===== config.mk =====
export PLATFORM = sky130hd
export DESIGN_NAME = row_l2_normalizer
export DESIGN_NICKNAME = d
export VERILOG_FILES = /design/src/rtl/core/rln_pkg.sv /design/src/rtl/core/row_l2_normalizer.sv /design/src/rtl/core/rln_ram.sv /design/src/rtl/core/rln_sqrt.sv /design/src/rtl/core/rln_div.sv
export SDC_FILE = /design/constraint.sdc
export NUM_CORES = 1
export LEC_CHECK = 0
export ABC_AREA = 0
export BUFFER_PORTS_ARGS = -buffer_cell sky130_fd_sc_hd__buf_2
export CELL_PAD_IN_SITES_DETAIL_PLACEMENT = 2
export CELL_PAD_IN_SITES_GLOBAL_PLACEMENT = 2
export CORE_MARGIN = 2
export CORE_UTILIZATION = 40
export DETAILED_ROUTE_END_ITERATION = 12
export PLACE_DENSITY = 0.82
export SLEW_MARGIN = 20
export SYNTH_ARGS = -nofsm -noshare
export SYNTH_HDL_FRONTEND = slang
export SYNTH_SLANG_ARGS = --single-unit

===== constraint.sdc =====
create_clock -name clk_i -period 7.1 [get_ports clk_i]
set_input_delay 1.42 -clock clk_i [delete_from_list [all_inputs] [get_ports clk_i]]
set_output_delay 1.42 -clock clk_i [all_outputs]
set_load 0.02 [all_outputs]

===== src/rtl/core/rln_pkg.sv =====
// Shared constants, state encoding and unit status type for the row L2 normalizer.
// No dependencies; every other file in rtl/core but rln_ram refers to it by scoped names.
package rln_pkg;

  localparam int ELEM_W       = 24;  // Q3.20 element and result width
  localparam int LEN_W        = 4;   // row_length register width
  localparam int MAX_COLUMNS  = 8;
  localparam int ROOT_PRESHIFT = 8;  // sum of squares scaled by 2^8 before the root
  localparam int QUOT_SHIFT   = 24;  // element scaled by 2^24 before the divide
  localparam int QUOT_W       = 24;  // quotient bits produced per divide

  localparam logic [LEN_W-1:0]  LEN_RESET = LEN_W'(8);
  localparam logic [ELEM_W-1:0] SCALE_MAX = {1'b0, {(ELEM_W-1){1'b1}}};

  typedef enum logic [2:0] {
    ST_IDLE,
    ST_SQUARE,
    ST_ROOT,
    ST_READ,
    ST_LOAD,
    ST_DIVIDE,
    ST_EMIT
  } rln_state_e;

  typedef struct packed {
    logic busy;
    logic done;
  } rln_unit_stat_t;

endpackage


===== src/rtl/core/row_l2_normalizer.sv =====
// Row L2 normalizer top level: row buffer, serial squarer, root and divide sequencing.
// Depends on rln_pkg, rln_ram, rln_sqrt and rln_div.
//
// Usage:
//   Input channel (in_valid_i / in_stall_o / element_i) takes one signed Q3.20 word
//   per handshake. Every row_length words (clamped to 1..MaxColumns) close a row.
//   Output channel (out_valid_o / out_stall_i) gives one word per kept element of
//   the row, in arrival order: element / norm in Q3.20, row_end_o on the last one,
//   zero_norm_o on every word of an all-zero row (those words are zero).
//   Config channel (cfg_valid_i / cfg_ready_o / cfg_row_length_i) is always ready.
// Sequencing:
//   Every accepted word first runs the shift-add squarer, which steps through the
//   significant bits of its magnitude; a word that does not close a row is then done.
//   A closing word then runs the bit-serial root, unless the row sums to zero, and
//   each result passes a RAM read, the divider start, 24 divider steps (both skipped
//   for a zero row) and the load into the output register.
//   Only one word is in work at a time; the input is stalled otherwise.
// Reset clears the row count and sum, sets row_length to 8 and empties the output
// register. A stalled output word holds; the sequencer waits with the next result.
module row_l2_normalizer #(
  parameter int MaxColumns = rln_pkg::MAX_COLUMNS
) (
  input  logic                              clk_i,
  input  logic                              rst_ni,
  input  logic                              in_valid_i,
  output logic                              in_stall_o,
  input  logic signed [rln_pkg::ELEM_W-1:0] element_i,
  output logic                              out_valid_o,
  input  logic                              out_stall_i,
  output logic signed [rln_pkg::ELEM_W-1:0] scaled_value_o,
  output logic                              row_end_o,
  output logic                              zero_norm_o,
  input  logic                              cfg_valid_i,
  output logic                              cfg_ready_o,
  input  logic [rln_pkg::LEN_W-1:0]         cfg_row_length_i
);

  localparam int ElemW = rln_pkg::ELEM_W;
  localparam int CntW  = $clog2(MaxColumns + 1);
  localparam int IdxW  = (MaxColumns > 1) ? $clog2(MaxColumns) : 1;
  localparam int SqW   = 2 * ElemW;
  localparam int SumW  = SqW + CntW;
  localparam int RadW  = 2 * ((SumW + rln_pkg::ROOT_PRESHIFT + 1) / 2);
  localparam int RootW = RadW / 2;
  localparam int NumW  = ElemW + rln_pkg::QUOT_SHIFT + 1;
  localparam int QuotW = rln_pkg::QUOT_W;
  localparam int CmpW  = (CntW > rln_pkg::LEN_W) ? CntW : rln_pkg::LEN_W;

  rln_pkg::rln_state_e state_q, state_d;

  logic [rln_pkg::LEN_W-1:0] row_length_q;
  logic [CntW-1:0]           taken_q, idx_q;
  logic [SumW-1:0]           sum_q;
  logic                      end_q, zero_row_q;
  logic [SqW-1:0]            mcand_q;
  logic [ElemW-1:0]          mplier_q;

  logic                      out_valid_q;
  logic [ElemW-1:0]          scaled_q;
  logic                      row_end_q, zero_norm_q;

  logic                      in_accept, out_free;
  logic                      sqrt_start, div_start, emit_load;
  logic [ElemW-1:0]          in_mag, rd_mag, rd_data;
  logic [CntW-1:0]           taken_inc;
  logic [CmpW-1:0]           len_ext, max_ext, eff_len;
  logic                      last_elem;
  logic [RootW-1:0]          root;
  logic [QuotW-1:0]          quot;
  logic [ElemW-1:0]          q_sat, field;
  logic [NumW-1:0]           num;

  rln_pkg::rln_unit_stat_t   sqrt_stat, div_stat;

  assign cfg_ready_o = 1'b1;
  assign in_accept   = in_valid_i && !in_stall_o;
  assign out_free    = !out_valid_q || !out_stall_i;

  assign in_mag    = element_i[ElemW-1] ? (~element_i + ElemW'(1)) : element_i;
  assign taken_inc = (taken_q < CntW'(MaxColumns)) ? (taken_q + CntW'(1)) : taken_q;

  assign len_ext = CmpW'(row_length_q);
  assign max_ext = CmpW'(MaxColumns);
  always_comb begin
    if (len_ext == '0) begin
      eff_len = CmpW'(1);
    end else if (len_ext > max_ext) begin
      eff_len = max_ext;
    end else begin
      eff_len = len_ext;
    end
  end

  assign last_elem = ((idx_q + CntW'(1)) == taken_q);

  rln_ram #(
    .Width (ElemW),
    .Depth (MaxColumns)
  ) u_row_ram (
    .clk_i   (clk_i),
    .we_i    (in_accept && (taken_q < CntW'(MaxColumns))),
    .waddr_i (taken_q[IdxW-1:0]),
    .wdata_i (element_i),
    .raddr_i (idx_q[IdxW-1:0]),
    .rdata_o (rd_data)
  );

  rln_sqrt #(
    .RadW (RadW)
  ) u_sqrt (
    .clk_i      (clk_i),
    .rst_ni     (rst_ni),
    .start_i    (sqrt_start),
    .radicand_i (RadW'({sum_q, {rln_pkg::ROOT_PRESHIFT{1'b0}}})),
    .root_o     (root),
    .stat_o     (sqrt_stat)
  );

  assign rd_mag = rd_data[ElemW-1] ? (~rd_data + ElemW'(1)) : rd_data;
  assign num    = (NumW'(rd_mag) << rln_pkg::QUOT_SHIFT) + NumW'(root >> 1);

  rln_div #(
    .NumW  (NumW),
    .DenW  (RootW),
    .QuotW (QuotW)
  ) u_div (
    .clk_i   (clk_i),
    .rst_ni  (rst_ni),
    .start_i (div_start),
    .num_i   (num),
    .den_i   (root),
    .quot_o  (quot),
    .stat_o  (div_stat)
  );

  assign q_sat = (ElemW'(quot) > rln_pkg::SCALE_MAX) ? rln_pkg::SCALE_MAX : ElemW'(quot);
  always_comb begin
    if (zero_row_q) begin
      field = '0;
    end else if (rd_data[ElemW-1]) begin
      field = ~q_sat + ElemW'(1);
    end else begin
      field = q_sat;
    end
  end

  // next state
  always_comb begin
    state_d = state_q;
    case (state_q)
      rln_pkg::ST_IDLE: begin
        if (in_accept) state_d = rln_pkg::ST_SQUARE;
      end
      rln_pkg::ST_SQUARE: begin
        if (mplier_q == '0) begin
          if (!end_q) begin
            state_d = rln_pkg::ST_IDLE;
          end else if (sum_q == '0) begin
            state_d = rln_pkg::ST_READ;
          end else begin
            state_d = rln_pkg::ST_ROOT;
          end
        end
      end
      rln_pkg::ST_ROOT: begin
        if (sqrt_stat.done) state_d = rln_pkg::ST_READ;
      end
      rln_pkg::ST_READ: begin
        state_d = rln_pkg::ST_LOAD;
      end
      rln_pkg::ST_LOAD: begin
        state_d = zero_row_q ? rln_pkg::ST_EMIT : rln_pkg::ST_DIVIDE;
      end
      rln_pkg::ST_DIVIDE: begin
        if (div_stat.done) state_d = rln_pkg::ST_EMIT;
      end
      rln_pkg::ST_EMIT: begin
        if (out_free) state_d = last_elem ? rln_pkg::ST_IDLE : rln_pkg::ST_READ;
      end
      default: state_d = rln_pkg::ST_IDLE;
    endcase
  end

  // outputs of the sequencer
  always_comb begin
    in_stall_o = 1'b1;
    sqrt_start = 1'b0;
    div_start  = 1'b0;
    emit_load  = 1'b0;
    case (state_q)
      rln_pkg::ST_IDLE:   in_stall_o = 1'b0;
      rln_pkg::ST_SQUARE: sqrt_start = (mplier_q == '0) && end_q && (sum_q != '0);
      rln_pkg::ST_LOAD:   div_start  = !zero_row_q;
      rln_pkg::ST_EMIT:   emit_load  = out_free;
      default: ;
    endcase
  end

  always_ff @(posedge clk_i or negedge rst_ni) begin
    if (!rst_ni) begin
      state_q      <= rln_pkg::ST_IDLE;
      row_length_q <= rln_pkg::LEN_RESET;
      taken_q      <= '0;
      idx_q        <= '0;
      sum_q        <= '0;
      end_q        <= 1'b0;
      zero_row_q   <= 1'b0;
      out_valid_q  <= 1'b0;
    end else begin
      state_q <= state_d;
      if (cfg_valid_i && cfg_ready_o) begin
        row_length_q <= cfg_row_length_i;
      end
      if (in_accept) begin
        taken_q <= taken_inc;
        end_q   <= (CmpW'(taken_inc) >= eff_len);
      end
      if (state_q == rln_pkg::ST_SQUARE) begin
        if (mplier_q != '0) begin
          if (mplier_q[0]) sum_q <= sum_q + SumW'(mcand_q);
        end else begin
          idx_q      <= '0;
          zero_row_q <= (sum_q == '0);
        end
      end
      if (emit_load) begin
        idx_q <= idx_q + CntW'(1);
        if (last_elem) begin
          taken_q    <= '0;
          sum_q      <= '0;
          zero_row_q <= 1'b0;
        end
      end
      if (emit_load) begin
        out_valid_q <= 1'b1;
      end else if (!out_stall_i) begin
        out_valid_q <= 1'b0;
      end
    end
  end

  always_ff @(posedge clk_i) begin
    if (in_accept) begin
      mcand_q  <= SqW'(in_mag);
      mplier_q <= in_mag;
    end else if (state_q == rln_pkg::ST_SQUARE) begin
      mcand_q  <= mcand_q << 1;
      mplier_q <= mplier_q >> 1;
    end
    if (emit_load) begin
      scaled_q    <= field;
      row_end_q   <= last_elem;
      zero_norm_q <= zero_row_q;
    end
  end

  assign out_valid_o    = out_valid_q;
  assign scaled_value_o = scaled_q;
  assign row_end_o      = row_end_q;
  assign zero_norm_o    = zero_norm_q;

  a_idle_units: assert property (@(posedge clk_i) disable iff (!rst_ni)
    state_q == rln_pkg::ST_IDLE |-> !sqrt_stat.busy && !div_stat.busy)
    else $error("root or divide unit busy while idle");

  a_zero_word: assert property (@(posedge clk_i) disable iff (!rst_ni)
    out_valid_o && zero_norm_o |-> scaled_value_o == '0)
    else $error("zero-norm word carries nonzero value");

  a_accept_square: assert property (@(posedge clk_i) disable iff (!rst_ni)
    in_valid_i && !in_stall_o |=> state_q == rln_pkg::ST_SQUARE)
    else $error("accepted word did not enter squarer");

  a_taken_bound: assert property (@(posedge clk_i) disable iff (!rst_ni)
    taken_q <= CntW'(MaxColumns))
    else $error("row count beyond buffer depth");

endmodule


===== src/rtl/core/rln_ram.sv =====
// Generic single-write, single-read RAM with registered read data.
// No dependencies.
module rln_ram #(
  parameter int Width = 24,
  parameter int Depth = 8
) (
  input  logic                                        clk_i,
  input  logic                                        we_i,
  input  logic [((Depth > 1) ? $clog2(Depth) : 1)-1:0] waddr_i,
  input  logic [Width-1:0]                            wdata_i,
  input  logic [((Depth > 1) ? $clog2(Depth) : 1)-1:0] raddr_i,
  output logic [Width-1:0]                            rdata_o
);

  logic [Width-1:0] mem_q [Depth];
  logic [Width-1:0] rdata_q;

  always_ff @(posedge clk_i) begin
    if (we_i) begin
      mem_q[waddr_i] <= wdata_i;
    end
    rdata_q <= mem_q[raddr_i];
  end

  assign rdata_o = rdata_q;

endmodule


===== src/rtl/core/rln_sqrt.sv =====
// Bit-serial floor square root, one root bit per cycle.
// Depends on rln_pkg for the unit status type.
module rln_sqrt #(
  parameter int RadW = 60
) (
  input  logic                    clk_i,
  input  logic                    rst_ni,
  input  logic                    start_i,
  input  logic [RadW-1:0]         radicand_i,
  output logic [RadW/2-1:0]       root_o,
  output rln_pkg::rln_unit_stat_t stat_o
);

  localparam int RootW = RadW / 2;
  localparam int CntW  = $clog2(RootW + 1);

  logic [RadW-1:0]  rad_q,  rad_d;
  logic [RootW:0]   rem_q,  rem_d;
  logic [RootW-1:0] root_q, root_d;
  logic [CntW-1:0]  cnt_q,  cnt_d;
  logic             busy_q, busy_d;
  logic             done_q, done_d;

  logic [RootW+2:0] rem_sh, trial, diff;
  logic             fits;

  assign rem_sh = {rem_q, rad_q[RadW-1 -: 2]};
  assign trial  = {1'b0, root_q, 2'b01};
  assign diff   = rem_sh - trial;
  assign fits   = (rem_sh >= trial);

  always_comb begin
    rad_d  = rad_q;
    rem_d  = rem_q;
    root_d = root_q;
    cnt_d  = cnt_q;
    busy_d = busy_q;
    done_d = 1'b0;
    if (start_i) begin
      rad_d  = radicand_i;
      rem_d  = '0;
      root_d = '0;
      cnt_d  = CntW'(RootW);
      busy_d = 1'b1;
    end else if (busy_q) begin
      rad_d  = rad_q << 2;
      rem_d  = fits ? diff[RootW:0] : rem_sh[RootW:0];
      root_d = {root_q[RootW-2:0], fits};
      cnt_d  = cnt_q - CntW'(1);
      if (cnt_q == CntW'(1)) begin
        busy_d = 1'b0;
        done_d = 1'b1;
      end
    end
  end

  always_ff @(posedge clk_i or negedge rst_ni) begin
    if (!rst_ni) begin
      busy_q <= 1'b0;
      done_q <= 1'b0;
      cnt_q  <= '0;
    end else begin
      busy_q <= busy_d;
      done_q <= done_d;
      cnt_q  <= cnt_d;
    end
  end

  always_ff @(posedge clk_i) begin
    rad_q  <= rad_d;
    rem_q  <= rem_d;
    root_q <= root_d;
  end

  assign root_o      = root_q;
  assign stat_o.busy = busy_q;
  assign stat_o.done = done_q;

endmodule


===== src/rtl/core/rln_div.sv =====
// Restoring divider, one quotient bit per cycle; the quotient must fit in QuotW bits.
// Depends on rln_pkg for the unit status type.
module rln_div #(
  parameter int NumW  = 49,
  parameter int DenW  = 30,
  parameter int QuotW = 24
) (
  input  logic                    clk_i,
  input  logic                    rst_ni,
  input  logic                    start_i,
  input  logic [NumW-1:0]         num_i,
  input  logic [DenW-1:0]         den_i,
  output logic [QuotW-1:0]        quot_o,
  output rln_pkg::rln_unit_stat_t stat_o
);

  localparam int CntW = $clog2(QuotW + 1);

  logic [DenW-1:0]  den_q,  den_d;
  logic [DenW-1:0]  rem_q,  rem_d;
  logic [QuotW-1:0] low_q,  low_d;
  logic [QuotW-1:0] quot_q, quot_d;
  logic [CntW-1:0]  cnt_q,  cnt_d;
  logic             busy_q, busy_d;
  logic             done_q, done_d;

  logic [DenW:0]   rem_sh;
  logic [DenW+1:0] diff;
  logic            fits;

  assign rem_sh = {rem_q, low_q[QuotW-1]};
  assign diff   = {1'b0, rem_sh} - {2'b00, den_q};
  assign fits   = !diff[DenW+1];

  always_comb begin
    den_d  = den_q;
    rem_d  = rem_q;
    low_d  = low_q;
    quot_d = quot_q;
    cnt_d  = cnt_q;
    busy_d = busy_q;
    done_d = 1'b0;
    if (start_i) begin
      den_d  = den_i;
      rem_d  = DenW'(num_i >> QuotW);
      low_d  = num_i[QuotW-1:0];
      quot_d = '0;
      cnt_d  = CntW'(QuotW);
      busy_d = 1'b1;
    end else if (busy_q) begin
      rem_d  = fits ? diff[DenW-1:0] : rem_sh[DenW-1:0];
      low_d  = low_q << 1;
      quot_d = {quot_q[QuotW-2:0], fits};
      cnt_d  = cnt_q - CntW'(1);
      if (cnt_q == CntW'(1)) begin
        busy_d = 1'b0;
        done_d = 1'b1;
      end
    end
  end

  always_ff @(posedge clk_i or negedge rst_ni) begin
    if (!rst_ni) begin
      busy_q <= 1'b0;
      done_q <= 1'b0;
      cnt_q  <= '0;
    end else begin
      busy_q <= busy_d;
      done_q <= done_d;
      cnt_q  <= cnt_d;
    end
  end

  always_ff @(posedge clk_i) begin
    den_q  <= den_d;
    rem_q  <= rem_d;
    low_q  <= low_d;
    quot_q <= quot_d;
  end

  assign quot_o      = quot_q;
  assign stat_o.busy = busy_q;
  assign stat_o.done = done_q;

endmodule


# == Yosys cells after proc, flatten, opt, wreduce, memory -nomap -nowiden ==
# Memories as Yosys holds them, arrays and structs flattened. A register that Yosys moved wholly into a read port is not among the register bits.
# Cells that the tools add are included.
# word_totals
ff_bits,403
mem_bits_rw,192
output_inout_bits,29
mem_count,1
# mem_list
name,words,width,rd,rd_clocked_by_memory_dff,write_ports,line,text
u_row_ram.mem_q,8,24,1,1,1,rln_ram.sv:15,logic [Width-1:0] mem_q [Depth];
# op_classes
n_addsub,11
magnitude_cmp,5
n_eq_ne,16
mux,68
bitwise_logic,3
reduce_logical,21
# ops
op,n
$mux 52,5
$mux 24,10
$mux 60,2
$not 24->24,3
$add 52x48->52,1
$logic_not 52->1,1
$reduce_bool 52->1,1
$mux 25,2
$add 48x29->49,1
$add 24x1->24 const B,2
$mux 4,9
$ge 33x32->1,1
$sub 31x30->32,1
$mux 31,1
$sub 31x31->31,1
$mux 30,1
$mux 1,25
$add 24x2->24 const B,1
$gt 24x23->1 const B,1
$logic_not 24->1,1
$reduce_bool 24->1,1
$pmux 3 s7,1
$mux 5,4
$mux 3,5
other kinds (21),43

# == Logic depth before layout (Yosys ltp) ==
# depth
ltp_word,6
ltp_mapped,18
mapped_depth_nobuf,15

# == Cells and area by module ==
# From an unflattened synthesis, not the netlist that was laid out.
# unflattened
hier_cells,2980
hier_area_um2,33037.9
# by_module_without_submodules
mod,n_inst,cells_each,area_each_um2,seq_area_each_um2
row_l2_normalizer,1,1394,11791.3,4455.5
rln_ram,1,314,7810.0,6246.0
rln_sqrt,1,700,7193.1,3198.1
rln_div,1,572,6243.5,3128.0

# == Least setup slack after synthesis ==
# OpenSTA, ideal clock, no wires.
# synth_timing
path_type,input to register
startpoint,in in_valid_i
endpoint,mem u_row_ram.mem_q[1][0] (enable)
setup_ns,0.466
arrival_time_ns,4.408
required_time_ns,6.634
slack_ns,2.226
cell_stages,5
cell_sequence,and2_1 > clkbuf_1 > clkbuf_1 > nand2_1 > nor4_1
# synth_between
elab_chain_len,4
# synth_lines
element,line,text
"start, declared",row_l2_normalizer.sv:25,"input logic in_valid_i,"
$logic_and 1x1->1,row_l2_normalizer.sv:76,assign in_accept = in_valid_i && !in_stall_o;
$logic_and 1x1->1,row_l2_normalizer.sv:101,".we_i (in_accept && (taken_q < CntW'(MaxColumns))),"
$mux 1,rln_ram.sv:19,if (we_i) begin
$mux 1 (not written as such),rln_ram.sv:20,mem_q[waddr_i] <= wdata_i;
"end, declared",rln_ram.sv:15,
# No other way between the ends.

# == Final worst setup path ==
# layout_timing
startpoint,"reg u_row_ram.rdata_q[23] (netlist: u_row_ram.rdata_o[23]), read port of u_row_ram.mem_q"
endpoint,"reg u_div.rem_q[20], data pin"
# layout_between
elab_chain_len,3
# layout_lines
element,line,text
"start, declared",rln_ram.sv:16,logic [Width-1:0] rdata_q;
$mux 24,row_l2_normalizer.sv:119,assign rd_mag = rd_data[ElemW-1] ? (~rd_data + ElemW'(1)) : rd_data;
$add 48x29->49,row_l2_normalizer.sv:120,assign num = (NumW'(rd_mag) << rln_pkg::QUOT_SHIFT) + NumW'(root >> 1);
$mux 25,rln_div.sv:43,if (start_i) begin
net u_div.rem_d[20],rln_div.sv:20,"logic [DenW-1:0] rem_q, rem_d;"
"end signal, assigned",rln_div.sv:76,rem_q <= rem_d;
"end, declared",rln_div.sv:20,
# The timed path passes the listed nets, and every way through them passes these cells.
# A chain may end at the register's enable or synchronous reset.

==> reports/metrics.csv <==
stage;metric;value;unit
timing;setup violators final;0;
route;DR iter-0 viols;1787;
placed_design;GPL Wtd Cong;0.868;
clocking;hold-fix buffers at CTS;0;
die;Initial Util;40.5;%
synthesis;Synth warnings;0;
synthesis;Post-synth EDFFs;397;
timing;FMAX;0.235;GHz
clocking;CTS tree;done;
placed_design;dpl hpwl;73500;um
synthesis;Syn Area/Cell;10.4;um^2
synthesis;Post-synth top cells;nand2_1 (475), edfxtp_1 (397), a21oi_1 (245);
worst_setup_path;max incr delay on CP;0.58;ns
global_routing;global route overflow;0;
die;Die X;290;um
synthesis;FF+latch count, synth;619;
hold_path;Hold Path Class;register to register;
worst_setup_path;WP data required;7.45;ns
route;DRT antenna net count;0;
timing;Rel. slew slack;24.7;%
run_status;status;complete, no violations;
synthesis;ys flop type;edfxtp_1;
route;via count;25600;
timing;setup_tns;0;ns
timing;Setup WS post-layout;2.85;ns
power;VDD IR max;0.000278;V
die;area of the die;0.0839;mm^2
timing;fin crit period;4.25;ns
placed_design;Setup WS pre-CTS;2.38;ns
synthesis;Syn Std Cell Area;0.0326;mm^2
power;pwr/cell area;449;mW/mm^2
power;Pwr Total;16.4;mW
die;Core Area;0.0807;mm^2
clocking;Clock Tree Buf Depth;3;
synthesis;top cell type's share of synthesized area;36.5;%
worst_setup_path;WP data arrival;4.60;ns
worst_setup_path;slowest cell on the critical path;or4_1;
clocking;CTS Buf Count;71;
global_routing;vias in the first global route;28200;
final_layout;nets@finish;3291;
timing;Final Hold Fails;0;
clocking;CTS root buf;clkbuf_16;
worst_setup_path;CP cell instances;buf_4 -> o21ai_0 -> xnor2_1 -> ha_1 -> nand2_1 -> o21ai_0 -> nand3_1 -> or4_1 -> nor3_2 -> nor3b_2 -> xnor2_1 -> o211ai_1;
timing;Final Max Slew Viols;0;
route;routed wire length;113000;um
die;die span in y;290;um
synthesis;synth unique cells;89;
clocking;cts repair resizes;0;
clocking;clock sinks;619;
timing;fin crit share;59.9;%
clocking;H-tree depth;3;
die;num ports;62;
final_layout;share of cells above drive strength 1;10.6;%
synthesis;Yosys top cell by area;edfxtp_1;
synthesis;Seq/Total Area, Yosys;51.4;%
die;num rows;104;
worst_setup_path;FF-to-FF setup slack;2.85;ns
worst_setup_path;Critical Path Sink Type;register;
route;Pre-antenna DRT Iters;5;
clocking;clock-pin slew on the worst setup and hold paths;0.06;ns
synthesis;Mapped Nets;3299;
placed_design;IO Port Bufs;60;
worst_setup_path;worst setup path class;register to register;
power;LEAKAGE;13.9;nW
synthesis;most frequent cell after synthesis;nand2_1;
clocking;clk_lat worst skew;0.66;ns
worst_setup_path;CP Max Fanout;72;
route;routed length per placed instance;26.6;um
route;Avg Vias per Cell;6.04;
run;Max-Cap Viols;0;
worst_setup_path;Crit path buffers/inverters;1;
synthesis;Post-Synthesis Cells;3135;
worst_setup_path;Startpoint Class;register;
global_routing;All-Layer GR Usage;27.1;%
clocking;Post-CTS Repair Setup Buffers;0;
final_layout;area grow syn2layout;11.5;%
synthesis;ys async rst share;13.6;%
final_layout;# fillers;8289;
global_routing;largest net degree at the start of global routing;93;
global_routing;first-pass GRT wire length;175000;um
global_routing;initial antenna violation count;8;
route;DRC;0;
timing;clk_skew;0.0413;ns
worst_setup_path;cell family contributing the most delay on the critical path;simple AND/OR/NAND/NOR gates;
timing;Worst Max-Slew Pin Slew;1.12;ns
timing;RSZ-0062 raised after global routing;no;
synthesis;Synth area leaders;edfxtp_1 (37%), dfxtp_1 (8.5%), dfrtp_1 (6.4%), nand2_1 (5.5%), ha_1 (4.9%);
[power breakdown]
group          internal, mW  switching (mW)
clock network          2.17            1.72
registers              4.87           0.909
logic                  2.47            4.21
total                  9.51            6.84
[state kept, by name, summed over array words and instances, names as in the netlist, 3 cells and up]
signal / flops
idx_q: 4
len_ext: 4
mcand_q: 48
mplier_q: 24
scaled_value_o: 24
state_q: 3
sum_q: 52
taken_q: 4
u_div.cnt_q: 5
u_div.den_q: 30
u_div.low_q: 24
u_div.quot_o: 24
u_div.rem_q: 30
u_row_ram.mem_q: 192
u_row_ram.rdata_o: 24
u_sqrt.cnt_q: 5
u_sqrt.rad_q: 52
u_sqrt.rem_q: 31
u_sqrt.root_o: 30
[cell families after synthesis]
| family | count (synthesis) | share of synthesized area (%) |
|---|---|---|
| AO/OA/AOI/OAI | 726 | 13.9 |
| XOR/XNOR | 169 | 4.54 |
| adder cells (fa/ha/maj) | 131 | 5.09 |
| buffers and inverters | 279 | 3.25 |
| flip-flops | 619 | 51.4 |
| multiplexers | 167 | 7.08 |
| other | 1 | 0.0115 |
| AND/OR/NAND/NOR | 1043 | 14.7 |
[worst reg2reg max path: cells and delay by family (launching register included)]
family	cells	cell delay, ns
compound gates	3	0.98
xor+xnor	2	0.40
fa+ha+maj	1	0.33
buf+inv	1	0.56
flops	1	0.33
simple gates	5	1.36
[area by class of cell]
class / instances / area [um^2] / share of cell area (%)
well taps: 1060 / 1330 / 3.65
clock buffers: 93 / 1960 / 5.39
multi-input cells: 2237 / 14900 / 40.9
clock inverters: 39 / 468 / 1.29
flip-flops and latches: 619 / 16800 / 46.2
diodes: 2 / 5.00 / 0.0138
repair buffers: 88 / 533 / 1.47
inverters: 110 / 413 / 1.13
[final timing paths]
kind	cells past startpoint	from	endpoint
min in group asynchronous	1	rst_ni	sum_q[28]
worst min-delay path	2	mcand_q[47]	mcand_q[47]
worst min register to register	2	mcand_q[47]	mcand_q[47]
worst max-delay path	12	u_row_ram.rdata_o[23]	u_div.rem_q[20]
max in group asynchronous	2	rst_ni	idx_q[0]
worst max register to register	12	u_row_ram.rdata_o[23]	u_div.rem_q[20]
[placed cells by master, fill, tap and decap left out, drive strengths merged, types with 8 or more instances in the layout]
cell	count
inv	112
a211oi	26
nand4	34
a211o	10
and2	10
clkinv	28
mux2	31
xor2	74
or4	15
a21oi	246
nor2	230
a21o	47
dfxtp	138
nand3b	13
and3	24
mux4	48
ha	128
o311ai	8
nor3	40
nand2b	24
mux2i	88
o21a	53
xnor2	95
o31ai	23
nor3b	14
o41ai	9
o21ai	172
o21bai	22
or3	17
clkbuf	93
nand3	52
a31oi	22
nor2b	20
nor4	38
o211ai	15
or2	10
dfrtp	83
nand2	476
buf	88
edfxtp	397
[per-stage QoR]
step / std cells / util, % / area [um^2] / hold WS [ns]
6_report: 4248 / 45.1 / 36400 / 0.470
4_1_cts: 4245 / 45.0 / 36300 / 0.473
2_1_floorplan: 3135 / - / 32600 / 0.423
3_3_place_gp: 4113 / 42.0 / 33900 / 0.453
5_1_grt: 4246 / 45.1 / 36400 / 0.507
3_5_place_dp: 4113 / 42.0 / 33900 / 0.465
[routing by layer]
layer  routed length (um)  track usage (%)  up-vias
met1                47100             34.0    13300
li1                     -                -    11400
met2                57100             47.3      689
met3                 4580             3.42      248
met4                 4310             10.8        4
met5                   29                0        -
(Power assumes the default switching activity.)
